`config.mk`:
```
export PLATFORM = sky130hd
export DESIGN_NAME = ac_phase_frequency_detector
export DESIGN_NICKNAME = d
export VERILOG_FILES = /design/src/rtl/acpfd_pkg.sv /design/src/rtl/acpfd_xdet.sv /design/src/rtl/acpfd_div.sv /design/src/rtl/ac_phase_frequency_detector.sv
export SDC_FILE = /design/constraint.sdc
export NUM_CORES = 2
export LEC_CHECK = 0
export BUFFER_PORTS_ARGS = -buffer_cell sky130_fd_sc_hd__buf_2
export CAP_MARGIN = 10
export CORE_MARGIN = 3
export CORE_UTILIZATION = 58
export CTS_CLUSTER_SIZE = 28
export DETAILED_ROUTE_END_ITERATION = 10
export HOLD_SLACK_MARGIN = 0.12
export PLACE_DENSITY = 0.75
export SLEW_MARGIN = 10
export SYNTH_ARGS = -nofsm -noshare
export SYNTH_HDL_FRONTEND = slang
export SYNTH_SLANG_ARGS = --single-unit
```
`constraint.sdc`:
```
create_clock -name clk -period 15.7 [get_ports clk]
set_input_delay 0.785 -clock clk [delete_from_list [all_inputs] [get_ports clk]]
set_output_delay 0.785 -clock clk [all_outputs]
set_load 0.005 [all_outputs]
```
`src/rtl/acpfd_pkg.sv`:
```
// shared types, constants and register indexes of the ac phase/frequency detector
`timescale 1ns / 1ps

package acpfd_pkg;

	localparam int SAMPLE_W     = 12;
	localparam int CENTER_W     = 12;
	localparam int HYST_W       = 8;
	localparam int MINP_W       = 16;
	localparam int WMS_W        = 16;
	localparam int FREQ_W       = 20;
	localparam int PHASE_W      = 11;
	localparam int PERIOD_W     = 20;
	localparam int CFG_IDX_W    = 3;
	localparam int CFG_DATA_W   = 16;
	localparam int COUNT_W_DEF  = 20;

	localparam int FREQ_SCALE_W = 20;
	localparam logic [FREQ_SCALE_W-1:0] FREQ_SCALE = 20'd1000000;
	localparam logic [FREQ_W-1:0]       FREQ_MAX   = 20'd1000000;
	localparam logic [11:0]             PHASE_SCALE = 12'd3600;

	// divider step counts: extra leading steps on frequency, the topmost flags overflow
	localparam int FREQ_STEPS  = FREQ_W + 2;
	localparam int PHASE_STEPS = PHASE_W;

	localparam logic [CFG_IDX_W-1:0] REG_VOLT_CENTER     = 3'd0;
	localparam logic [CFG_IDX_W-1:0] REG_CURR_CENTER     = 3'd1;
	localparam logic [CFG_IDX_W-1:0] REG_HYSTERESIS      = 3'd2;
	localparam logic [CFG_IDX_W-1:0] REG_MIN_PERIOD      = 3'd3;
	localparam logic [CFG_IDX_W-1:0] REG_SIGNALS_PRESENT = 3'd4;

	typedef struct packed {
		logic [SAMPLE_W-1:0] volt_sample;
		logic [SAMPLE_W-1:0] curr_sample;
		logic                last;
		logic [WMS_W-1:0]    window_ms;
	} sample_req_t;

	typedef struct packed {
		logic                valid_res;
		logic [FREQ_W-1:0]   freq_mhz;
		logic [PHASE_W-1:0]  phase_tenths;
		logic [PERIOD_W-1:0] period_count;
	} result_req_t;

	typedef enum logic [3:0] {
		ST_IDLE,
		ST_CHECK,
		ST_DEN,
		ST_NUMF,
		ST_DIVF,
		ST_MOD,
		ST_NUMP,
		ST_DIVP,
		ST_FIN
	} seq_state_t;

endpackage

```
`src/rtl/acpfd_xdet.sv`:
```
// rising zero-crossing detector with hysteresis for one adc channel
`timescale 1ns / 1ps

module acpfd_xdet (
	input  logic                            clk,
	input  logic                            arst_n,
	input  logic                            en,
	input  logic                            clr,
	input  logic [acpfd_pkg::SAMPLE_W-1:0]  sample,
	input  logic [acpfd_pkg::CENTER_W-1:0]  center,
	input  logic [acpfd_pkg::HYST_W-1:0]    hyst,
	output logic                            fire
);
	import acpfd_pkg::*;

	localparam int CMP_W = ((SAMPLE_W > CENTER_W) ? SAMPLE_W : CENTER_W) + 1;

	logic             armed_q;
	logic             can_arm;
	logic             arm_now;
	logic [CMP_W-1:0] lo_thr;
	logic [CMP_W-1:0] hi_thr;

	// lower threshold only exists when center sits at or above hysteresis
	assign can_arm = center >= CENTER_W'(hyst);
	assign lo_thr  = CMP_W'(center) - CMP_W'(hyst);
	assign hi_thr  = CMP_W'(center) + CMP_W'(hyst);
	assign arm_now = armed_q | (can_arm & (CMP_W'(sample) < lo_thr));
	assign fire    = arm_now & (CMP_W'(sample) > hi_thr);

	always_ff @(posedge clk or negedge arst_n) begin
		if (!arst_n) begin
			armed_q <= 1'b0;
		end else if (clr) begin
			armed_q <= 1'b0;
		end else if (en) begin
			armed_q <= arm_now & ~fire;
		end
	end

endmodule

```
`src/rtl/acpfd_div.sv`:
```
// shared restoring divider, one quotient bit per cycle
`timescale 1ns / 1ps

module acpfd_div #(
	parameter int REM_W = 41,
	parameter int DSR_W = 57,
	parameter int QUO_W = 22,
	parameter int STP_W = $clog2(QUO_W + 1)
) (
	input  logic             clk,
	input  logic             arst_n,
	input  logic             start,
	input  logic [REM_W-1:0] dividend,
	input  logic [DSR_W-1:0] divisor,   // already aligned to the top quotient bit
	input  logic [STP_W-1:0] steps,
	output logic             done,
	output logic [QUO_W-1:0] quot,
	output logic [REM_W-1:0] rem
);

	logic [REM_W-1:0] rem_q;
	logic [DSR_W-1:0] dsh_q;
	logic [QUO_W-1:0] quo_q;
	logic [STP_W-1:0] cnt_q;
	logic             busy_q;
	logic             done_q;
	logic             ge;

	assign ge   = DSR_W'(rem_q) >= dsh_q;
	assign done = done_q;
	assign quot = quo_q;
	assign rem  = rem_q;

	always_ff @(posedge clk or negedge arst_n) begin
		if (!arst_n) begin
			busy_q <= 1'b0;
			done_q <= 1'b0;
			cnt_q  <= '0;
		end else if (start) begin
			busy_q <= 1'b1;
			done_q <= 1'b0;
			cnt_q  <= steps;
		end else if (busy_q) begin
			cnt_q <= cnt_q - 1'b1;
			if (cnt_q == STP_W'(1)) begin
				busy_q <= 1'b0;
				done_q <= 1'b1;
			end
		end else begin
			done_q <= 1'b0;
		end
	end

	always_ff @(posedge clk) begin
		if (start) begin
			rem_q <= dividend;
			dsh_q <= divisor;
			quo_q <= '0;
		end else if (busy_q) begin
			if (ge) begin
				rem_q <= rem_q - dsh_q[REM_W-1:0];
			end
			quo_q <= {quo_q[QUO_W-2:0], ge};
			dsh_q <= dsh_q >> 1;
		end
	end

endmodule

```
`src/rtl/ac_phase_frequency_detector.sv`:
```
// top level of the ac phase and frequency detector
`timescale 1ns / 1ps

// Measures line frequency and voltage/current phase over one window of paired
// adc samples. Sample requests are taken only while the sequencer is idle: both
// channels run a hysteresis rising-crossing detector and the window registers
// record the first two voltage crossings (the second only when it lies more than
// min_period samples after the first) and the first current crossing. The
// request flagged last closes the window and sample_stall stays high until the
// result is loaded. For a valid measurement a small sequencer drives one shared
// multiplier and one shared one-bit-per-cycle restoring divider through three
// divisions: frequency (22 steps, the leading step flags saturation), the
// crossing offset modulo the period (COUNT_WIDTH steps) and the phase scaling
// (11 steps). The result request is held in an output register, so a waiting
// result only delays the sequencer when the next window closes before it is
// taken. An invalid measurement (signals absent, missing crossings) skips the
// arithmetic and gives valid_res low and zero fields.
module ac_phase_frequency_detector #(
	parameter int COUNT_WIDTH = acpfd_pkg::COUNT_W_DEF
) (
	input  logic                              clk,
	input  logic                              arst_n,
	input  logic                              cfg_we,
	input  logic [acpfd_pkg::CFG_IDX_W-1:0]   cfg_index,
	input  logic [acpfd_pkg::CFG_DATA_W-1:0]  cfg_data,
	input  logic                              sample_valid,
	output logic                              sample_stall,
	input  acpfd_pkg::sample_req_t            sample_req,
	output logic                              result_valid,
	input  logic                              result_stall,
	output acpfd_pkg::result_req_t            result_req
);
	import acpfd_pkg::*;

	localparam int CW    = COUNT_WIDTH;
	localparam int GAP_W = (CW > MINP_W) ? CW : MINP_W;
	localparam int MUL_A = CW + 1;
	localparam int PRD_W = CW + 1 + FREQ_SCALE_W;    // widest product
	localparam int DEN_W = CW + WMS_W;
	localparam int REM_W = PRD_W;                    // widest dividend
	localparam int DSR_W = DEN_W + FREQ_STEPS - 1;   // widest aligned divisor
	localparam int QUO_W = (CW > FREQ_STEPS) ? CW : FREQ_STEPS;
	localparam int STP_W = $clog2(QUO_W + 1);

	// configuration registers
	logic [CENTER_W-1:0] volt_center_q;
	logic [CENTER_W-1:0] curr_center_q;
	logic [HYST_W-1:0]   hysteresis_q;
	logic [MINP_W-1:0]   min_period_q;
	logic                signals_present_q;

	always_ff @(posedge clk or negedge arst_n) begin
		if (!arst_n) begin
			volt_center_q     <= CENTER_W'(2048);
			curr_center_q     <= CENTER_W'(2048);
			hysteresis_q      <= HYST_W'(30);
			min_period_q      <= MINP_W'(100);
			signals_present_q <= 1'b1;
		end else if (cfg_we) begin
			case (cfg_index)
				REG_VOLT_CENTER:     volt_center_q     <= cfg_data[CENTER_W-1:0];
				REG_CURR_CENTER:     curr_center_q     <= cfg_data[CENTER_W-1:0];
				REG_HYSTERESIS:      hysteresis_q      <= cfg_data[HYST_W-1:0];
				REG_MIN_PERIOD:      min_period_q      <= cfg_data[MINP_W-1:0];
				REG_SIGNALS_PRESENT: signals_present_q <= cfg_data[0];
				default: ;
			endcase
		end
	end

	// sequencer state and window registers
	seq_state_t state_q, state_nxt;

	logic          take;
	logic          win_clr;
	logic          volt_fire;
	logic          curr_fire;
	logic [1:0]    volt_cross_num_q;
	logic          curr_cross_num_q;
	logic [CW-1:0] volt_first_at_q;
	logic [CW-1:0] volt_second_at_q;
	logic [CW-1:0] curr_first_at_q;
	logic [CW-1:0] sample_index_q;
	logic [WMS_W-1:0] window_ms_q;
	logic          spacing_ok;

	assign take = sample_valid & ~sample_stall;

	acpfd_xdet u_volt_xdet (
		.clk    (clk),
		.arst_n (arst_n),
		.en     (take),
		.clr    (win_clr),
		.sample (sample_req.volt_sample),
		.center (volt_center_q),
		.hyst   (hysteresis_q),
		.fire   (volt_fire)
	);

	acpfd_xdet u_curr_xdet (
		.clk    (clk),
		.arst_n (arst_n),
		.en     (take),
		.clr    (win_clr),
		.sample (sample_req.curr_sample),
		.center (curr_center_q),
		.hyst   (hysteresis_q),
		.fire   (curr_fire)
	);

	// second voltage crossing must lie strictly beyond min_period
	assign spacing_ok = GAP_W'(sample_index_q - volt_first_at_q) > GAP_W'(min_period_q);

	always_ff @(posedge clk or negedge arst_n) begin
		if (!arst_n) begin
			volt_cross_num_q <= 2'd0;
			curr_cross_num_q <= 1'b0;
			volt_first_at_q  <= '0;
			volt_second_at_q <= '0;
			curr_first_at_q  <= '0;
			sample_index_q   <= '0;
		end else if (win_clr) begin
			volt_cross_num_q <= 2'd0;
			curr_cross_num_q <= 1'b0;
			volt_first_at_q  <= '0;
			volt_second_at_q <= '0;
			curr_first_at_q  <= '0;
			sample_index_q   <= '0;
		end else if (take) begin
			if (volt_fire) begin
				if (volt_cross_num_q == 2'd0) begin
					volt_first_at_q  <= sample_index_q;
					volt_cross_num_q <= 2'd1;
				end else if (volt_cross_num_q == 2'd1 && spacing_ok) begin
					volt_second_at_q <= sample_index_q;
					volt_cross_num_q <= 2'd2;
				end
			end
			if (curr_fire && !curr_cross_num_q) begin
				curr_first_at_q  <= sample_index_q;
				curr_cross_num_q <= 1'b1;
			end
			// index holds on the last request: n is taken from it afterwards
			if (!sample_req.last && sample_index_q != {CW{1'b1}}) begin
				sample_index_q <= sample_index_q + 1'b1;
			end
		end
	end

	always_ff @(posedge clk) begin
		if (take && sample_req.last) begin
			window_ms_q <= sample_req.window_ms;
		end
	end

	// values derived from the closed window
	logic          meas_ok;
	logic [CW-1:0] period;
	logic [CW-1:0] half_period;
	logic [CW:0]   offset;
	logic [CW-1:0] offset_abs;
	logic [CW:0]   n_samples;

	assign meas_ok     = signals_present_q & (volt_cross_num_q == 2'd2) & curr_cross_num_q;
	assign period      = volt_second_at_q - volt_first_at_q;
	assign half_period = period >> 1;
	assign offset      = {1'b0, curr_first_at_q} - {1'b0, volt_first_at_q};
	assign offset_abs  = offset[CW] ? CW'(-offset) : offset[CW-1:0];
	assign n_samples   = {1'b0, sample_index_q} + 1'b1;

	// shared multiplier and divider
	logic                    mul_en;
	logic [MUL_A-1:0]        mul_a;
	logic [FREQ_SCALE_W-1:0] mul_b;
	logic [PRD_W-1:0]        prod_q;
	logic [DEN_W-1:0]        den_q;

	logic             div_start;
	logic [REM_W-1:0] div_dividend;
	logic [DSR_W-1:0] div_divisor;
	logic [STP_W-1:0] div_steps;
	logic             div_done;
	logic [QUO_W-1:0] div_quot;
	logic [REM_W-1:0] div_rem;

	acpfd_div #(
		.REM_W (REM_W),
		.DSR_W (DSR_W),
		.QUO_W (QUO_W),
		.STP_W (STP_W)
	) u_div (
		.clk      (clk),
		.arst_n   (arst_n),
		.start    (div_start),
		.dividend (div_dividend),
		.divisor  (div_divisor),
		.steps    (div_steps),
		.done     (div_done),
		.quot     (div_quot),
		.rem      (div_rem)
	);

	// folded offset: distance to the nearest whole period
	logic [CW-1:0] mod_r;
	logic [CW-1:0] fold_abs;
	assign mod_r    = div_rem[CW-1:0];
	assign fold_abs = (mod_r <= half_period) ? mod_r : period - mod_r;

	// frequency saturation: overflow step set or quotient above full scale
	logic              freq_sat;
	logic [FREQ_W-1:0] freq_val;
	assign freq_sat = div_quot[FREQ_STEPS-1]
		| (div_quot[FREQ_STEPS-2:0] > (FREQ_STEPS-1)'(FREQ_MAX));
	assign freq_val = freq_sat ? FREQ_MAX : div_quot[FREQ_W-1:0];

	always_ff @(posedge clk) begin
		if (mul_en) begin
			prod_q <= mul_a * mul_b;
		end
		if (state_q == ST_DEN) begin
			den_q <= prod_q[DEN_W-1:0];
		end
	end

	// result registers
	logic               ok_q;
	logic [FREQ_W-1:0]  freq_q;
	logic [PHASE_W-1:0] phase_q;
	logic               res_load;
	logic               res_valid_q;
	result_req_t        res_q;

	always_ff @(posedge clk) begin
		if (state_q == ST_CHECK) begin
			ok_q <= meas_ok;
		end
		if (state_q == ST_DIVF && div_done) begin
			freq_q <= freq_val;
		end
		if (state_q == ST_DIVP && div_done) begin
			phase_q <= div_quot[PHASE_W-1:0];
		end
		if (res_load) begin
			res_q.valid_res    <= ok_q;
			res_q.freq_mhz     <= ok_q ? freq_q : '0;
			res_q.phase_tenths <= ok_q ? phase_q : '0;
			res_q.period_count <= ok_q ? PERIOD_W'(period) : '0;
		end
	end

	always_ff @(posedge clk or negedge arst_n) begin
		if (!arst_n) begin
			res_valid_q <= 1'b0;
		end else if (res_load) begin
			res_valid_q <= 1'b1;
		end else if (!result_stall) begin
			res_valid_q <= 1'b0;
		end
	end

	assign result_valid = res_valid_q;
	assign result_req   = res_q;

	always_ff @(posedge clk or negedge arst_n) begin
		if (!arst_n) begin
			state_q <= ST_IDLE;
		end else begin
			state_q <= state_nxt;
		end
	end

	// next state
	always_comb begin
		state_nxt = state_q;
		case (state_q)
			ST_IDLE:  if (take && sample_req.last) state_nxt = ST_CHECK;
			ST_CHECK: state_nxt = meas_ok ? ST_DEN : ST_FIN;
			ST_DEN:   state_nxt = ST_NUMF;
			ST_NUMF:  state_nxt = ST_DIVF;
			ST_DIVF:  if (div_done) state_nxt = ST_MOD;
			ST_MOD:   if (div_done) state_nxt = ST_NUMP;
			ST_NUMP:  state_nxt = ST_DIVP;
			ST_DIVP:  if (div_done) state_nxt = ST_FIN;
			ST_FIN:   if (!res_valid_q || !result_stall) state_nxt = ST_IDLE;
			default:  state_nxt = ST_IDLE;
		endcase
	end

	// sequencer outputs
	always_comb begin
		sample_stall = 1'b1;
		res_load     = 1'b0;
		win_clr      = 1'b0;
		mul_en       = 1'b0;
		mul_a        = MUL_A'(period);
		mul_b        = FREQ_SCALE_W'(window_ms_q);
		div_start    = 1'b0;
		div_dividend = prod_q + REM_W'(den_q >> 1);
		div_divisor  = DSR_W'(den_q) << (FREQ_STEPS - 1);
		div_steps    = STP_W'(FREQ_STEPS);
		case (state_q)
			ST_IDLE: begin
				sample_stall = 1'b0;
			end
			ST_CHECK: begin
				// denominator p * window_ms
				mul_en = meas_ok;
			end
			ST_DEN: begin
				mul_en = 1'b1;
				mul_a  = n_samples;
				mul_b  = FREQ_SCALE;
			end
			ST_NUMF: begin
				// (n * 1e6 + den / 2) / den
				div_start = 1'b1;
			end
			ST_DIVF: begin
				// |offset| modulo period
				div_start    = div_done;
				div_dividend = REM_W'(offset_abs);
				div_divisor  = DSR_W'(period) << (CW - 1);
				div_steps    = STP_W'(CW);
			end
			ST_MOD: begin
				mul_en = div_done;
				mul_a  = MUL_A'(fold_abs);
				mul_b  = FREQ_SCALE_W'(PHASE_SCALE);
			end
			ST_NUMP: begin
				// (fold_abs * 3600 + p / 2) / p
				div_start    = 1'b1;
				div_dividend = prod_q + REM_W'(half_period);
				div_divisor  = DSR_W'(period) << (PHASE_STEPS - 1);
				div_steps    = STP_W'(PHASE_STEPS);
			end
			ST_DIVP: ;
			ST_FIN: begin
				res_load = !res_valid_q || !result_stall;
				win_clr  = res_load;
			end
			default: ;
		endcase
	end

endmodule

```
==> impl_results.rst <==
.. list-table::
   :header-rows: 1

   * - Metric
     - Value
   * - DRT Wirelength
     - 136100 um
   * - Number of standard-cell rows in the floorplan
     - 99
   * - Max stage delay cell, worst path
     - sky130_fd_sc_hd__a311oi_1
   * - Most frequent cells in the layout
     - sky130_fd_sc_hd__inv_1, sky130_fd_sc_hd__nand2_1, sky130_fd_sc_hd__ha_1, sky130_fd_sc_hd__fa_1, sky130_fd_sc_hd__nor2_1
   * - Distinct cell type count of the synthesized netlist
     - 97
   * - Worst setup slack for register-to-register paths
     - 2950 ps
   * - Detailed placer's ending HPWL
     - approximately 110000 um
   * - Slew Limit Headroom
     - 0.1409
   * - Critical Path Start
     - volt_first_at_q[0]$_DFFE_PN0P_
   * - Startpoint of the most critical register-to-register path
     - volt_first_at_q[0]$_DFFE_PN0P_
   * - Hold crit path type
     - in -> async
   * - Synth Cell Area
     - 0.04302 mm^2
   * - Worst endpoint required time
     - 16000 ps
   * - Post-cts gate resize count
     - 0
   * - Post-synthesis area per instance
     - 9.351 um^2
   * - Min setup slack post-route
     - 2947 ps
   * - Total routing usage reported by global routing
     - 0.3544
   * - Total clock sinks
     - between 400 and 500
   * - IO buf count
     - 118
   * - Clock period minus worst slack
     - 12750 ps
   * - End of the worst register-to-register path
     - prod_q[40]$_DFFE_PP_
   * - Endpoint class of the critical path
     - flop
   * - Worst setup path class
     - reg -> reg
   * - Total of max-cap violations
     - 0
   * - Die width
     - 278.3 um
   * - Peak per-stage delay on the critical path
     - between 600 and 700 ps
   * - Die span in y
     - 278.3 um
   * - Maximum frequency from static timing analysis
     - 0.07842 GHz
   * - Pre-antenna DRT Iters
     - 9
   * - Path depth of the worst reg2reg path
     - between 40 and 50
   * - DRC Markers
     - 0
   * - Clock tree root buffer cell
     - sky130_fd_sc_hd__clkbuf_16
   * - Transition time at the pin with the least slew margin
     - about 1300 ps
   * - Critical path data arrival time
     - 13060 ps
   * - Setup skew after layout
     - between 60 and 70 ps
   * - Final clock period utilization by the worst path
     - 0.8123
   * - Clock latency reported for the late side of the worst-skew pair
     - 640 ps
   * - Sequential cell area fraction in the yosys report
     - 0.2874
   * - Setup TNS after final layout
     - 0 ps
   * - TritonCTS clock tree
     - yes
   * - Hold_buf cts
     - 0
   * - Maximum fanout along the worst path
     - 22
   * - Number of H-tree levels
     - 2
   * - Synth-to-layout area growth
     - 7.955%
   * - Core area
     - 0.07321 mm^2
   * - Via/cell ratio
     - 6.169
   * - Cell family with the largest share of critical-path delay
     - adder cells
   * - Vias in the first global route
     - approximately 35000
   * - Starting Density
     - 0.5876
   * - Final-layout worst hold slack
     - 195.0 ps
   * - Util after Layout
     - 0.6343
   * - Total vias in the final route
     - 35010
   * - Result of the run
     - complete, no violations
   * - Die area
     - about 0.077 mm^2
   * - Post-Place Setup Slack
     - 3233 ps
   * - Post-CTS Setup Bufs
     - 0
   * - Max Root-Sink Buffers
     - 3
   * - Async set or reset register ratio after synthesis
     - 0.3296
   * - Most common library cell in the layout ignoring fill and taps
     - sky130_fd_sc_hd__inv_1
   * - Setup repair after global routing missed its margin
     - false
   * - Share of cells above drive strength 1
     - 0.07935
   * - Top-level port count
     - 119
   * - Post-synthesis instance total
     - 4600
   * - Antenna violations before repair
     - 5
   * - Primary flip-flop cell chosen by synthesis mapping
     - sky130_fd_sc_hd__edfxtp_1
   * - Syn. warnings
     - 0
   * - Critical Path Start Type
     - flop
   * - Pin count of the biggest net entering global routing
     - 87
   * - Antenna-violating nets left
     - 0
   * - Number of enable flip-flop cells after synthesis
     - 275
   * - First-pass GRT wire length
     - 209100 um
   * - Aggregate global routing overflow
     - 0
   * - Number of buffers created by CTS
     - 50
   * - Buffers & Inverters on Critical Path
     - 10
   * - Setup Viol. Count Final
     - 0
   * - Pins over their slew limit
     - 0
   * - Synthesized flop and latch total
     - 443
   * - Hold Violations, Final
     - 0
   * - Clock-pin slew reported for the worst setup and hold paths after clock tree synthesis
     - ~60 ps
   * - Violation count after the first detailed-routing iteration
     - approximately 3500
   * - Placer Congestion
     - 1.051
   * - Average detailed-routed wire length per instance
     - 23.98 um
   * - Nets
     - 5502
[stage by stage]
stage                     instance area [um^2]  std cells
after floorplan                          43060       4611
after global placement                   44700       5577
after detailed placement                 44700       5577
after CTS                                46420       5671
after global routing                     46430       5672
final                                    46440       5675
[state kept, by name (all words and copies together), names as in the netlist, 11 cells and up]
name and flops:
curr_first_at_q 20, window_ms_q 16, curr_center_q 12, u_div.dsh_q 57
volt_second_at_q 20, result_req 52, volt_first_at_q 20, freq_q 20
u_div.rem 41, phase_q 11, den_q 36, u_div.quot 22
prod_q 41, sample_index_q 20, volt_center_q 12, min_period_q 16
[layer usage]
metal | track usage | vias to the layer above | part of all wire | wire length (um)
met5 | 0 | - | 0.000096 | 13
met4 | 0.1692 | 2 | 0.057 | 7795
met3 | 0.07441 | 386 | 0.094 | 12840
met2 | 0.5542 | 1697 | 0.44 | 60290
met1 | 0.4744 | 17010 | 0.41 | 55180
li1 | - | 15910 | - | -
[Yosys cell counts (all sizes together), types with 39 or more instances]
library cell / count / share of area
xor2: 84 / 0.017
edfxtp: 275 / 0.19
nor3: 65 / 0.0081
nand2: 434 / 0.038
mux2: 42 / 0.011
inv: 603 / 0.053
o21ai: 273 / 0.032
o21a: 55 / 0.0096
o31ai: 39 / 0.0069
a21o: 102 / 0.018
xnor2: 164 / 0.034
nand3: 94 / 0.011
a21oi: 244 / 0.028
and2: 85 / 0.012
clkbuf: 150 / 0.013
fa: 343 / 0.16
nand2b: 54 / 0.0079
dfrtp: 136 / 0.079
ha: 423 / 0.12
nor2: 330 / 0.029
and3: 57 / 0.0083
[final cells by class]
cell class | count | area (um^2)
antenna | 3 | 7.507
tap | 959 | 1200
multi-input combinational | 3392 | 27830
fill | 6175 | 26770
timing repair buffer | 175 | 1028
inverter | 609 | 2287
clock buffer | 70 | 1484
sequential | 443 | 12360
clock inverter | 24 | 235.2
[cell families (layout without fill, tap and decap cells)]
kind of cell / Yosys count / count (layout) / synth area share
compound gates: 1014 / 1014 / 0.1526
xor+xnor: 249 / 249 / 0.05137
fa+ha+maj: 768 / 768 / 0.2831
buf+inv: 776 / 878 / 0.06818
flops: 443 / 443 / 0.2874
mux: 68 / 68 / 0.01705
other cells: 2 / 16 / 0.0001746
simple gates: 1280 / 1280 / 0.1400
[worst max path at each step]
stage | to | slack, ps | cells past startpoint
final | prod_q[40]$_DFFE_PP_ | 2950 | 43
after global routing | prod_q[39]$_DFFE_PP_ | 2220 | 41
after CTS | prod_q[39]$_DFFE_PP_ | 3120 | 42
after detailed placement | prod_q[39]$_DFFE_PP_ | 3230 | 42
after global placement | prod_q[39]$_DFFE_PP_ | 3570 | 43
after floorplan | prod_q[39]$_DFFE_PP_ | 4260 | 48
Power is not shown: default switching activity piles up to over one toggle a cycle in this logic, so the estimate is an artifact.
